`src/hw/rtl/dqf_pkg.sv`:
```
// shared types, constants and helper functions of the distance quadruple filter
`timescale 1ns / 1ps
package dqf_pkg;

  // field widths
  localparam int VAL_W  = 32;
  localparam int SUM_W  = 33;
  localparam int ST_W   = 3;
  localparam int SQ_W   = 64;
  localparam int RAD_W  = 66;   // radicand padded to an even width
  localparam int ROOT_W = 33;
  localparam int REM_W  = 35;
  localparam int NCELLS = RAD_W / 2;
  localparam int CFG_IDX_W = 2;

  // register indexes
  localparam logic [CFG_IDX_W-1:0] REG_SUM_LIMIT   = 2'd0;
  localparam logic [CFG_IDX_W-1:0] REG_PARITY_EN   = 2'd1;
  localparam logic [CFG_IDX_W-1:0] REG_MOD3_EN     = 2'd2;
  localparam logic [CFG_IDX_W-1:0] REG_THREE_COND  = 2'd3;

  // reset values
  localparam logic [VAL_W-1:0] SUM_LIMIT_RST = 32'd1000000;

  // status codes
  localparam logic [ST_W-1:0] ST_OVER   = 3'd0;
  localparam logic [ST_W-1:0] ST_NOTPOS = 3'd1;
  localparam logic [ST_W-1:0] ST_FILT   = 3'd2;
  localparam logic [ST_W-1:0] ST_NO     = 3'd3;
  localparam logic [ST_W-1:0] ST_YES    = 3'd4;

  // side data that travels with an item
  typedef struct packed {
    logic [ST_W-1:0]  status;   // early status, or ST_NO for a tested item
    logic [SUM_W-1:0] q;
    logic [VAL_W-1:0] d;
    logic             three;
  } meta_t;

  // one square root lane
  typedef struct packed {
    logic [RAD_W-1:0]  n;
    logic [REM_W-1:0]  rem;
    logic [ROOT_W-1:0] root;
  } lane_t;

  // true when v is a multiple of three (base-4 digit folding)
  function automatic logic is_mult3(input logic [VAL_W-1:0] v);
    logic [5:0] s;
    logic [3:0] s2;
    logic [2:0] s3;
    s = '0;
    for (int i = 0; i < VAL_W / 2; i++) begin
      s = s + 6'(v[2*i +: 2]);
    end
    s2 = 4'(s[1:0]) + 4'(s[3:2]) + 4'(s[5:4]);
    s3 = 3'(s2[1:0]) + 3'(s2[3:2]);
    return (s3 == 3'd0) || (s3 == 3'd3);
  endfunction

  // one digit of a restoring square root
  function automatic lane_t sqrt_step(input lane_t l);
    lane_t r;
    logic [REM_W+1:0] rs;
    logic [REM_W+1:0] trial;
    rs    = {l.rem, l.n[RAD_W-1 -: 2]};
    trial = (REM_W + 2)'({l.root, 2'b01});
    r.n   = {l.n[RAD_W-3:0], 2'b00};
    if (rs >= trial) begin
      r.rem  = REM_W'(rs - trial);
      r.root = {l.root[ROOT_W-2:0], 1'b1};
    end else begin
      r.rem  = REM_W'(rs);
      r.root = {l.root[ROOT_W-2:0], 1'b0};
    end
    return r;
  endfunction

endpackage

```
`src/hw/rtl/dqf_cell.sv`:
```
// one square root cell: resolves one root digit of both lanes
`timescale 1ns / 1ps
module dqf_cell (
  input  logic           clk,
  input  logic           rst_n,
  input  logic           en,
  input  logic           in_valid,
  input  dqf_pkg::meta_t in_meta,
  input  dqf_pkg::lane_t in_lane_a,
  input  dqf_pkg::lane_t in_lane_b,
  output logic           out_valid,
  output dqf_pkg::meta_t out_meta,
  output dqf_pkg::lane_t out_lane_a,
  output dqf_pkg::lane_t out_lane_b
);

  logic           valid_r;
  dqf_pkg::meta_t meta_r;
  dqf_pkg::lane_t lane_a_r, lane_b_r;

  // control
  always_ff @(posedge clk) begin
    if (!rst_n) begin
      valid_r <= 1'b0;
    end else if (en) begin
      valid_r <= in_valid;
    end
  end

  // digit step
  always_ff @(posedge clk) begin
    if (en) begin
      meta_r   <= in_meta;
      lane_a_r <= dqf_pkg::sqrt_step(in_lane_a);
      lane_b_r <= dqf_pkg::sqrt_step(in_lane_b);
    end
  end

  assign out_valid  = valid_r;
  assign out_meta   = meta_r;
  assign out_lane_a = lane_a_r;
  assign out_lane_b = lane_b_r;

endmodule

```
`config.mk`:
```
export PLATFORM = sky130hd
export DESIGN_NAME = dqf_cell
export DESIGN_NICKNAME = d
export VERILOG_FILES = /design/src/hw/rtl/dqf_pkg.sv /design/src/hw/rtl/dqf_cell.sv
export SDC_FILE = /design/constraint.sdc
export NUM_CORES = 1
export LEC_CHECK = 0
export ABC_CLOCK_PERIOD_IN_PS = 3800
export BUFFER_PORTS_ARGS = -buffer_cell sky130_fd_sc_hd__buf_2
export CAP_MARGIN = 20
export CORE_AREA = 5 5 261 263
export CTS_CLUSTER_DIAMETER = 30
export DETAILED_ROUTE_END_ITERATION = 8
export DIE_AREA = 0 0 266 268
export PLACE_DENSITY = 0.51
export REMOVE_ABC_BUFFERS = 1
export SYNTH_ARGS = -nofsm -noshare
export SYNTH_HDL_FRONTEND = slang
export SYNTH_SLANG_ARGS = --single-unit
```
`constraint.sdc`:
```
create_clock -name clk -period 3.8 [get_ports clk]
set_clock_uncertainty 0.05 [all_clocks]
set_input_delay 0.38 -clock clk [delete_from_list [all_inputs] [get_ports clk]]
set_output_delay 0.38 -clock clk [all_outputs]
set_load 0.01 [all_outputs]
```
# --- Word-level counts from Yosys, hierarchy flattened ---
# Index checks and enable logic that the tools add are counted.
classes:
  muxes: 2
  order_cmp: 2
  addsub: 2
ops:
  columns: ["cell", "n"]
  rows:
  - ["two-way mux 68 bit", 2]
  - [">= comparator 37 x 35 -> 1 bit", 2]
  - ["subtractor 35 bit", 2]
word_totals:
  in_bits: 341
  ff_bits: 334

# --- Depth between registers and ports, before layout ---
# Gate-level depths: netlist of the first run.
depth:
  ltp_word: 2
  mapped_depth: 13

# --- Worst setup path before layout of the first run ---
# No wires, ideal clock.
synth_timing:
  kind: "input to register"
  startpoint: "input port in_lane_b[25] in the netlist's numbering"
  endpoint: "register lane_b_r (netlist bit out_lane_b[57]) (data pin)"
  arrival_ns: 2.869
  path_stages: 13
  t_required_ns: 3.480
  path_slack_ns: 0.611
  cell_sequence: "inv_1 > ha_1 > clkbuf_1 > and3_1 > clkbuf_1 > and4_1 > a221o_1 > a2111o_1 > nor3_4 > inv_2 > clkbuf_1 > nor2_1 > a21oi_1"
synth_between:
  elab_chain_len: 2
synth_rtl:
  columns: ["element", "line_no", "text"]
  rows:
  - ["from (decl)", "dqf_cell.sv:10", "input dqf_pkg::lane_t in_lane_b,"]
  - [">= comparator 37 x 35 -> 1 bit", "dqf_pkg.sv:69", "if (rs >= trial) begin"]
  - ["two-way mux 68 bit", "dqf_pkg.sv:69", null]
  - ["to (signal assigned)", "dqf_cell.sv:35", "lane_b_r <= dqf_pkg::sqrt_step(in_lane_b);"]
  - ["to (decl)", "dqf_cell.sv:19", "dqf_pkg::lane_t lane_a_r, lane_b_r;"]
# Every way passes these cells.
# A chain may end at the register's enable or synchronous reset.

# --- Final worst setup path of the first run ---
layout_timing:
  startpoint: "input port in_lane_b[28] in the netlist's numbering"
  endpoint: "register lane_b_r (netlist bit out_lane_b[39]) (data pin)"
# The elaborated chain is that of the path after synthesis.

==> impl_summary.txt, run 1 <==
----------------------------------------------------
[Clocking]
  CTS hold repair buffers ... between 200 and 300
  Buffer type at the clock tree root ... clkbuf_16
  Clk_lat worst skew ... about 0.6 ns
  Post-CTS Setup Inserts ... 0
  Clock Path Buffers ... 3
  TritonCTS Buffers ... 79
  H-tree depth ... 3
  TritonCTS Sinks ... 334
  CTS clk-pin slew, worst paths ... 0.05 ns
  Post-cts resize count ... 0
  TritonCTS clock tree ... built

[Worst setup path]
  Worst reg2reg startpoint ... out_valid
  FF-to-FF End ... out_valid
  Crit Path Class ... primary input to register
  Arrival time of data at the critical path endpoint ... 3.72 ns
  Worst Reg2Reg Path Length in Cells ... 3
  Startpoint of the most critical setup path ... in_lane_b[28]
  Required time of the critical path ... between 4 and 5 ns
  Reg-to-reg setup timing slack ... 2.58 ns
  Setup crit start kind ... primary input
  Worst Path Max Fanout ... 30
  Type of destination of the critical path ... register
  Capture point of the worst path ... out_lane_b[39]

[Finish]
  Sequential cell area ... between 10000 and 15000 um2
  Total area of multi-input combinational cells ... 4477 um2
  Syn-to-layout area delta ... 67.03%
  Final Instance Count excl. Fillers ... around 3000
  Final layout net count ... ~2600
  Share of cells above drive strength 1 ... 0.3794
  Number of fill cells ... about 6400
  Post-route core utilization ... 0.3814

[Place]
  Routability congestion estimate from global placement ... between 0.8 and 0.9
  Number of buffer cells added on primary ports ... ~670
  Number of placed cells counting well taps ... between 2000 and 3000
  Placed wire-length estimate ... between 40000 and 50000 um

[Logic synthesis]
  Number of distinct standard cells referenced by the synthesized netlist ... between 60 and 70
  Flop and latch count out of synthesis ... between 300 and 400
  Warnings from Yosys ... 0
  Number of synthesized flops with an enable pin ... between 300 and 400
  Synthesized cell area ... roughly 15000 um2
  Sequential element share of the synthesized area ... 0.6711
  Async set or reset register ratio after synthesis ... 0
  Top_reg_cell synth ... edfxtp_1
  Cells after Synth ... 1120
  Mean cell area of the mapped netlist ... ~13 um2

[Floorplan]
  Core region area ... ~65000 um2
  Initial Utilization ... 0.2283
  Die Area ... ~70000 um2
  Die Y ... 268 um
  Standard-cell rows ... 94
  Die Span X ... around 270 um
  Top Ports ... between 600 and 700

[Timing]
  Final count of hold timing violations ... 0
  Max Slew Vio Count ... 0
  Unrepaired setup endpoints after global routing ... no
  TNS Setup ... 0 ns
  Post-layout min period ... roughly 3.4 ns
  Final cycle utilization of the critical path ... 0.9078
  Upper clock frequency limit ... about 290 MHz
  Setup violation total in the final timing report ... 0
  Actual slew at the worst max-slew pin ... between 0.8 and 0.9 ns
  Worst max-slew margin expressed relative to the limit ... 0.4141

[Run]
  Max-cap viol count ... 0

[Drt]
  Routed length per instance ... 18.64 um
  Number of DRC violations after detailed routing ... 0
  Initial detailed-routing violation count ... ~760
  Post-route ant nets ... 0
  Via count ... 13350
  Final Routed Wirelength ... between 50000 and 60000 um
  Via density per instance ... ~4.3
  DRT Pass-1 Iters ... 5

[GRT]
  First-pass GRT wire length ... 83570 um
  GRT Util Overall ... 0.1501
  Vias in the first global route ... 14090
  Total overflow reported by the global router ... 0
  Number of antenna violations at the first check in global routing ... 12
  Largest net degree at the start of global routing ... 100

[Pwr]
  P_leak ... between 10 and 15 nW
  Power density over cell area ... approximately 540 nW/um2
  Worst vdd ir ... 0.0003013 V

[Status]
  Result of the run ... complete, no violations

[Min path]
  HP Class ... primary input to register

----------------------------------------------------
==> cell type report <==
class,instances,area share
clock buffer,89,0.08248
inverter,87,0.01309
clock inverter,58,0.02504
tap,864,0.04335
antenna,5,0.0005017
sequential,334,0.4018
timing repair buffer,969,0.2543
multi-input combinational,672,0.1795
==> cell families (layout without fill, tap and decap cells) <==
kind of cell | after synthesis | count (layout) | synth area share
adder cells (fa/ha/maj) | 70 | 70 | 0.05866
AND/OR/NAND/NOR | 259 | 259 | 0.08380
flip-flops | 334 | 334 | 0.6711
other | 1 | 9 | 0.0002512
multiplexers | 5 | 5 | 0.003603
buffers and inverters | 117 | 1203 | 0.03059
XOR/XNOR | 46 | 46 | 0.02698
AO/OA/AOI/OAI | 288 | 288 | 0.1250
==> cell usage in the layout (no fill, tap or decap), types with 13 or more instances in the layout <==
cell type and n:
a21o_1 34, a21oi_1 77, and3_1 14, buf_2 673, buf_4 18, clkbuf_16 81
clkinvlp_4 13, dlygate4sd3_1 272, edfxtp_1 333, ha_1 70, inv_1 85, nand2_1 91
nand3_1 16, nand4_1 13, nor2_1 57, nor3_1 16, o21a_1 15, o21ai_0 37
o21ai_1 31, o31ai_1 15, xnor2_1 28, xor2_1 18
==> per-layer routing <==
metal | vias to the layer above | share of wire | global-route usage | wire (um)
li1 | 6321 | - | - | -
met1 | 6343 | 0.40 | 0.1823 | 23080
met2 | 580 | 0.48 | 0.2488 | 27780
met3 | 96 | 0.087 | 0.05329 | 5001
met4 | 6 | 0.025 | 0.05287 | 1460
met5 | - | 0.00077 | 0 | 44
==> flip-flops by register name, indices dropped and copies added (netlist names) <==
register / cells
out_lane_b: 132
out_valid: 1
out_lane_a: 132
out_meta: 69
==> critical path: stages <==
cell           delay, ns
dlygate4sd3_1       0.53
buf_2               0.12
inv_1               0.04
ha_1                0.39
a21o_1              0.21
a21o_1              0.17
a21o_1              0.21
a221o_1             0.35
a2111o_1            0.50
nor3_4              0.31
inv_2               0.15
buf_12              0.19
nor2_1              0.10
a21oi_1             0.05
==> Yosys cell counts (3+ instances only) <==
library cell  count  share of area
edfxtp_1        333           0.67
nand2_1          91          0.023
inv_1            85          0.021
a21oi_1          77          0.026
ha_1             70          0.059
nor2_1           57          0.014
o21ai_0          37          0.012
a21o_1           34          0.017
o21ai_1          32          0.011
xnor2_1          28          0.016
clkbuf_1         24         0.0060
xor2_1           18          0.011
nand3_1          16         0.0054
nor3_1           16         0.0054
o21a_1           15         0.0075
o31ai_1          15         0.0075
and3_1           14         0.0059
nand4_1          13         0.0054
nor2b_1          11         0.0046
o211ai_1         11         0.0055
a31oi_1          10         0.0042
o31a_1            7         0.0041
nand2b_1          6         0.0025
o21bai_1          6         0.0030
or3_1             6         0.0025
a211oi_1          5         0.0025
and4_1            5         0.0029
nand3b_1          5         0.0025
nor4_1            5         0.0021
a21boi_0          4         0.0020
buf_4             4         0.0020
o211a_1           4         0.0027
a221o_1           3         0.0020
and2_1            3         0.0013
mux2_1            3         0.0023
nor3b_1           3         0.0015
o41ai_1           3         0.0018
or2_2             3         0.0013
==> worst min path at each step <==
stage               cells past startpoint              end          start  slack, ns
floorplan                               0  out_lane_a[100]  in_lane_a[98]       0.43
global placement                        2        out_valid      out_valid       0.45
detailed placement                      2        out_valid      out_valid       0.46
CTS                                     2   out_lane_b[62]  in_lane_b[60]    0.00002
global route                            3   out_lane_a[35]  in_lane_a[33]       0.02
finish                                  3   out_lane_a[60]  in_lane_a[58]       0.05
==> per-stage QoR <==
stage / area, um2 / worst slack [ns] / hold slack (ns) / total power [mW]
2_1_floorplan: 14810 / -0.9193 / 0.4289 / 5.532
3_3_place_gp: 19520 / 0.3222 / 0.4513 / 6.470
3_5_place_dp: 19520 / 0.3286 / 0.4590 / 6.479
4_1_cts: 24930 / 0.4283 / 0.00001660 / 13.53
5_1_grt: 24940 / 0.1245 / 0.02442 / 13.94
6_report: 24940 / 0.3504 / 0.05126 / 13.35
==> report_power, final <==
| group | internal (mW) | total [mW] | switching (mW) |
|---|---|---|---|
| sequential | 4.50 | 4.61 | 0.116 |
| combinational | 0.912 | 2.04 | 1.13 |
| clock | 4.47 | 6.69 | 2.23 |
Power figures use the tool's default switching activity.
==> run 2: changes to the inputs <==
ABC_AREA = 1   (was not set)
CORE_AREA = 5 5 264 266   (was 5 5 261 263)
DIE_AREA = 0 0 269 271   (was 0 0 266 268)
PLACE_DENSITY = 0.53   (was 0.51)
==> run 2 against run 1 <==
Register-to-register slack lost 0.11 ns. Synthesized cell count up 50%. Routed wire length increased by 15%. Global-route usage rose by 2.1 points. Critical path type unchanged.
==> impl_summary.txt, run 2 <==
----------------------------------------------------
[Timing]
  Worst max-slew margin expressed relative to the limit ... 0.3099
  Unrepaired setup endpoints after global routing ... no
  TNS Setup ... 0 ns
  Setup violation total in the final timing report ... 0
  Post-layout min period ... approximately 3 ns
  Final count of hold timing violations ... 0
  Final cycle utilization of the critical path ... 0.7925
  Actual slew at the worst max-slew pin ... between 1 and 1.5 ns
  Upper clock frequency limit ... 332.1 MHz
  Max Slew Vio Count ... 0

[Clocking]
  TritonCTS Buffers ... 80
  Clk_lat worst skew ... 0.59 ns
  TritonCTS Sinks ... about 330
  TritonCTS clock tree ... built
  H-tree depth ... 3
  Post-CTS Setup Inserts ... 0
  Buffer type at the clock tree root ... clkbuf_16
  CTS clk-pin slew, worst paths ... around 0.04 ns
  Clock Path Buffers ... 3

[Worst setup path]
  Worst Path Max Fanout ... 24
  Top cell family by delay on the critical path ... simple AND/OR/NAND/NOR gates
  Buffers & Inverters on Critical Path ... 5
  Setup crit start kind ... primary input
  FF-to-FF End ... out_valid
  Type of destination of the critical path ... register
  Cell Chain, Critical Path ... dlygate4sd3_1 -> buf_2 -> inv_1 -> ha_1 -> nand2_1 -> nor2_1 -> inv_1 -> nor3_2 -> nand3_1 -> nand4_4 -> buf_4 -> nand2_1 -> nand2_1
  Worst Reg2Reg Path Length in Cells ... 3
  Largest stage delay on the critical path ... 0.53 ns
  Crit Path Class ... primary input to register
  Worst reg2reg startpoint ... out_valid
  Slowest cell on crit path ... dlygate4sd3_1
  Arrival time of data at the critical path endpoint ... between 3 and 4 ns
  Critical path's most frequent cell ... nand2_1
  Reg-to-reg setup timing slack ... 2.47 ns
  Required time of the critical path ... between 4 and 5 ns

[Pwr]
  Pint ... roughly 10 mW
  Power density over cell area ... 511.7 nW/um2
  Proportion of total power due to net switching ... 0.2713
  Net switching power of the design ... between 3 and 4 mW
  Proportion of power drawn by combinational gates ... 0.161
  Post-layout total power ... between 10 and 15 mW
  Clk pwr share ... 0.503
  Worst vdd ir ... between 0.0004 and 0.0005 V
  Share of power burned in registers ... 0.336
  P_leak ... about 13 nW

[Drt]
  Number of DRC violations after detailed routing ... 0
  DRT Pass-1 Iters ... 5
  Via density per instance ... between 4 and 5
  Post-route ant nets ... 0
  Final Routed Wirelength ... approximately 66000 um
  Initial detailed-routing violation count ... a little under 800
  Via count ... roughly 16000
  Routed length per instance ... 18.21 um

[Place]
  Post-place instance area ... between 20000 and 25000 um2
  Placed wire-length estimate ... slightly above 50000 um
  Number of buffer cells added on primary ports ... around 670
  Routability congestion estimate from global placement ... 0.8937
  Number of placed cells counting well taps ... about 3200

[Finish]
  Post-route core utilization ... 0.4001
  Syn-to-layout area delta ... 57.87%
  Final layout net count ... between 3000 and 4000
  Most frequent cells in the layout ... buf_2 (673), nand2_1 (520), edfxtp_1 (333), dlygate4sd3_1 (268), inv_1 (257)
  Most common cell after layout, fill and taps aside ... buf_2
  Final design instance area without fill ... between 20000 and 30000 um2
  Final Instance Count excl. Fillers ... about 3600
  Share of cells above drive strength 1 ... 0.3278
  Number of fill cells ... 6549

[Floorplan]
  Top Ports ... 679
  Die Area ... approximately 73000 um2
  Initial Utilization ... 0.2535
  Die Span X ... 269 um
  Core region area ... approximately 67000 um2
  Standard-cell rows ... 95
  Die Y ... around 270 um

[Logic synthesis]
  Leading cell types by total area after synthesis ... edfxtp_1 (59%), nand2_1 (12%), inv_1 (5.7%)
  Cells after Synth ... about 1700
  Top_reg_cell synth ... edfxtp_1
  Number of synthesized flops with an enable pin ... 333
  Leading cell types by count after synthesis ... nand2_1 (520), edfxtp_1 (333), inv_1 (257), nor2_1 (113), nand3_1 (107)
  Largest area contributor in the synthesized netlist ... edfxtp_1
  Most repeated cell in the gate-level netlist after synthesis ... nand2_1
  Warnings from Yosys ... 0
  Number of distinct standard cells referenced by the synthesized netlist ... 37
  Sequential element share of the synthesized area ... 0.5918
  Flop and latch count out of synthesis ... about 330
  Mean cell area of the mapped netlist ... between 10 and 15 um2
  Synthesized cell area ... between 15000 and 20000 um2
  Proportion of netlist area held by the largest area contributor ... 0.5906
  Async set or reset register ratio after synthesis ... 0

[GRT]
  Vias in the first global route ... between 15000 and 20000
  Largest net degree at the start of global routing ... roughly 100
  GRT Util Overall ... 0.1712
  First-pass GRT wire length ... 96700 um
  Number of antenna violations at the first check in global routing ... 10
  Total overflow reported by the global router ... 0

[Min path]
  HP Class ... primary input to register
  Number of cells on the worst hold path ... 3
  Startpoint of the tightest hold check path ... in_lane_b[40]
  Worst Hold End ... out_lane_b[42]

[Status]
  Result of the run ... complete, no violations

[Run]
  Max-cap viol count ... 0

----------------------------------------------------
==> run 2: power by group through the flow <==
stage / Clock (mW) / Sequential, mW / Combinational, mW
final: 6.88 / 4.59 / 2.20
after detailed placement: 0 / 4.65 / 2.00
after CTS: 7.02 / 4.60 / 2.23
after global routing: 7.25 / 4.62 / 2.41
after global placement: 0 / 4.65 / 2.00
after floorplan: 0 / 4.83 / 0.799
==> run 2: stage by stage <==
stage | hold WS [ns] | setup slack [ns]
final | 0.04849 | 0.7886
after global routing | 0.008316 | 0.6360
after CTS | 0.0006945 | 0.7915
after detailed placement | 0.5081 | 0.6997
after global placement | 0.4943 | 0.7090
after floorplan | 0.4235 | 1.118
==> run 2: kinds of logic after synthesis <==
| family | synth area share |
|---|---|
| xor gates and xnor gates | 0.01759 |
| buffers and inverters | 0.07264 |
| AOI/OAI and AO/OA | 0.02838 |
| adders and majority gates | 0.05173 |
| DFF | 0.5918 |
| other | 0.0002215 |
| and+or+nand+nor | 0.2377 |
==> run 2: area by class of cell <==
type	instances	area, um2	area share
sequential	334	10020	0.3749
timing repair buffer	952	6191	0.2316
multi-input combinational	1068	5702	0.2133
clock buffer	90	2039	0.07630
tap	873	1092	0.04087
inverter	258	968.4	0.03623
clock inverter	59	709.4	0.02654
antenna	3	7.507	0.0002809
==> run 2: metal layers <==
layer / track usage / part of all wire
met1: 0.1785 / 0.37
met2: 0.3275 / 0.54
met3: 0.04225 / 0.064
met4: 0.06276 / 0.034
met5: 0 / 0.00086
==> run 2: worst min-delay path: stages <==
cell and delay (ns):
buf_2 0.10, nand3_2 0.06, nand2_1 0.06
==> run 2: worst max path at each step <==
stage | from | cells past startpoint | to
CTS | in_lane_a[27] | 13 | out_lane_a[35]
detailed placement | in_lane_a[27] | 12 | out_lane_a[37]
global route | in_lane_a[27] | 13 | out_lane_a[35]
floorplan | in_lane_a[16] | 11 | out_lane_a[52]
global placement | in_lane_a[27] | 12 | out_lane_a[39]
finish | in_lane_a[27] | 13 | out_lane_a[35]
==> run 2: what timing repair did <==
action	in CTS	in global routing
resized for setup	0	0
setup endpoints to repair	0	0
hold endpoints to repair	267	0
hold buffers	268	0
==> run 3: changes to the inputs <==
ABC_CLOCK_PERIOD_IN_PS = 2970   (was 3800)
clock period = 2.97 ns   (was 3.8 ns; I/O delays follow)
==> run 3 against run 2 <==
Flip-flop and latch count stayed put. First-iteration DRC count is 13% lower. Sequential power is 28% higher. Sequential share of layout area is 1.3 points lower. Register-to-register slack worse by 0.81 ns. Combinational power is 32% higher. Clock-buffer cell count is 4 higher. Worst setup slack worse by 0.46 ns. Routed wire length is 1.0% lower. Cell area is 3.5% higher. Highest routed layer unchanged.
==> impl_summary.txt, run 3 (synthesis gave the netlist of run 2 again) <==
----------------------------------------------------
[Clocking]
  TritonCTS Buffers ... 83
  Post-cts resize count ... 0
  Buffer type at the clock tree root ... clkbuf_16
  Clock Path Buffers ... 3
  TritonCTS clock tree ... built
  CTS clk-pin slew, worst paths ... approximately 0.040 ns
  H-tree depth ... 3
  Clk_lat worst skew ... ~0.58 ns
  TritonCTS Sinks ... ~330

[Drt]
  Number of DRC violations after detailed routing ... 0
  Via count ... 15930
  Initial detailed-routing violation count ... 680
  Routed length per instance ... between 15 and 20 um
  Via density per instance ... roughly 4.3
  Final Routed Wirelength ... about 66000 um
  Post-route ant nets ... 0
  DRT Pass-1 Iters ... 5

[Place]
  Number of buffer cells added on primary ports ... ~670
  Placed wire-length estimate ... 50970 um
  Routability congestion estimate from global placement ... roughly 0.9
  Number of placed cells counting well taps ... about 3200
  Setup Slack @ Placement ... a little over 0.07 ns

[Floorplan]
  Die Y ... around 270 um
  Die Area ... around 73000 um2
  Die Span X ... ~270 um
  Initial Utilization ... 0.2535
  Top Ports ... approximately 680
  Core region area ... 66800 um2
  Standard-cell rows ... 95

[Worst setup path]
  Capture point of the worst path ... out_lane_b[58]
  Slowest cell on crit path ... dlygate4sd3_1
  Number of stages on the worst setup path ... 16
  Crit Path Class ... primary input to register
  Critical path's most frequent cell ... nand2_1
  Worst Reg2Reg Path Length in Cells ... 3
  Reg-to-reg setup timing slack ... roughly 1.7 ns
  Startpoint of the most critical setup path ... in_lane_b[10]
  Setup crit start kind ... primary input
  Arrival time of data at the critical path endpoint ... 3.05 ns
  Cell Chain, Critical Path ... dlygate4sd3_1 -> buf_2 -> inv_1 -> ha_1 -> nand2_1 -> inv_1 -> a21oi_1 -> nand2_1 -> inv_1 -> nand2_2 -> nand2_1 -> nand2_2 -> nand2_4 -> buf_4 -> nand3_2 -> nand2_1
  Required time of the critical path ... about 3.4 ns
  Buffers & Inverters on Critical Path ... 6
  Top cell family by delay on the critical path ... buffers and inverters
  Largest stage delay on the critical path ... ~0.54 ns
  Worst Path Max Fanout ... 13
  Type of destination of the critical path ... register
  FF-to-FF End ... out_valid
  Worst reg2reg startpoint ... out_valid

[Timing]
  Unrepaired setup endpoints after global routing ... no
  Final cycle utilization of the critical path ... 0.8903
  Actual slew at the worst max-slew pin ... 0.5528 ns
  Worst max-slew margin expressed relative to the limit ... 0.6281
  TNS Setup ... 0 ns
  Max Slew Vio Count ... 0
  Upper clock frequency limit ... 378.2 MHz
  Slack of the critical path ... roughly 0.33 ns
  Post-layout min period ... around 2.6 ns
  Setup violation total in the final timing report ... 0
  Worst hold slack after final layout ... approximately 0.047 ns
  Final count of hold timing violations ... 0

[Pwr]
  P_leak ... between 10 and 15 nW
  Power density over cell area ... ~650 nW/um2
  Worst vdd ir ... between 0.0004 and 0.0005 V

[Finish]
  Number of fill cells ... between 6000 and 7000
  Syn-to-layout area delta ... 63.43%
  Final layout net count ... 3187
  Most frequent cells in the layout ... buf_2 (673), nand2_1 (520), edfxtp_1 (333), dlygate4sd3_1 (329), inv_1 (257)
  Share of cells above drive strength 1 ... 0.3247
  Most common cell after layout, fill and taps aside ... buf_2
  Final Instance Count excl. Fillers ... around 3700

[Min path]
  Number of cells on the worst hold path ... 3
  HP Class ... primary input to register

[GRT]
  Total overflow reported by the global router ... 0
  GRT Util Overall ... 0.1713
  First-pass GRT wire length ... between 90000 and 100000 um
  Vias in the first global route ... between 15000 and 20000
  Largest net degree at the start of global routing ... 83
  Number of antenna violations at the first check in global routing ... 3

[Status]
  Result of the run ... complete, no violations

[Run]
  Max-cap viol count ... 0

----------------------------------------------------
run 3: cell types whose count changed in the layout (fill, tap and decap cells not counted), moves of 2 or more:
cell / delta
buf_12: +6
buf_4: +12
bufinv_16: +2
clkbuf_16: +3
clkinv_1: +4
clkinv_2: -3
clkinv_4: +6
clkinvlp_4: -4
diode_2: -2
dlygate4sd3_1: +61
inv_6: -3
run 3: area by class of cell:
cell class	instances	area (um2)	area share
flip-flops and latches	334	10020	0.3621
repair buffers	1031	7012	0.2534
multi-input cells	1068	5697	0.2059
clock buffers	94	2118	0.07655
well taps	873	1092	0.03947
inverters	258	968.4	0.03500
clock inverters	61	762.0	0.02754
diodes	1	2.502	0.00009043
run 3: layer usage:
metal  GRT usage  vias up  routed length, um
met5           0        -                 21
met4     0.05673        4               1853
met3     0.03907      107               4139
met2      0.3349      513              35950
met1      0.1770     7520              23610
li1            -     7785                  -
run 3: stage by stage:
stage | power (mW) | utilization | cell area, um2
after floorplan | 7.206 | - | 16680
after global placement | 8.504 | 0.3214 | 21470
after detailed placement | 8.508 | 0.3214 | 21470
after CTS | 18.11 | 0.4139 | 27650
after global routing | 18.67 | 0.4142 | 27670
final | 17.87 | 0.4142 | 27670
run 3: worst register-to-register path: stages (launching register included):
cell and delay [ns]:
dfxtp_1 0.31, o21ai_0 0.21, a21oi_1 0.07, dlygate4sd3_1 0.57
run 3: what timing repair did:
| item | 4_1_cts | 5_1_grt |
|---|---|---|
| hold buffers | 329 | 0 |
| buffers inserted | 0 | 3 |
| hold endpoints to repair | 330 | 0 |
| setup endpoints to repair | 0 | 2 |
run 3: report_power, final:
| group | internal, mW | leakage, nW | switching (mW) | total (mW) |
|---|---|---|---|---|
| Combinational | 1.22 | 8.45 | 1.68 | 2.90 |
| Clock | 6.20 | 1.37 | 2.89 | 9.10 |
| Sequential | 5.74 | 3.27 | 0.130 | 5.87 |
| Total | 13.2 | 13.1 | 4.70 | 17.9 |
run 3: worst min path at each step:
stage	start	slack, ns	end
after floorplan	en	0.34	out_valid
after global placement	in_lane_b[118]	0.42	out_lane_b[120]
after detailed placement	in_lane_b[95]	0.43	out_lane_b[97]
after CTS	in_lane_b[50]	0.003	out_lane_b[52]
after global routing	in_lane_b[50]	0.01	out_lane_b[52]
final	in_lane_b[50]	0.05	out_lane_b[52]
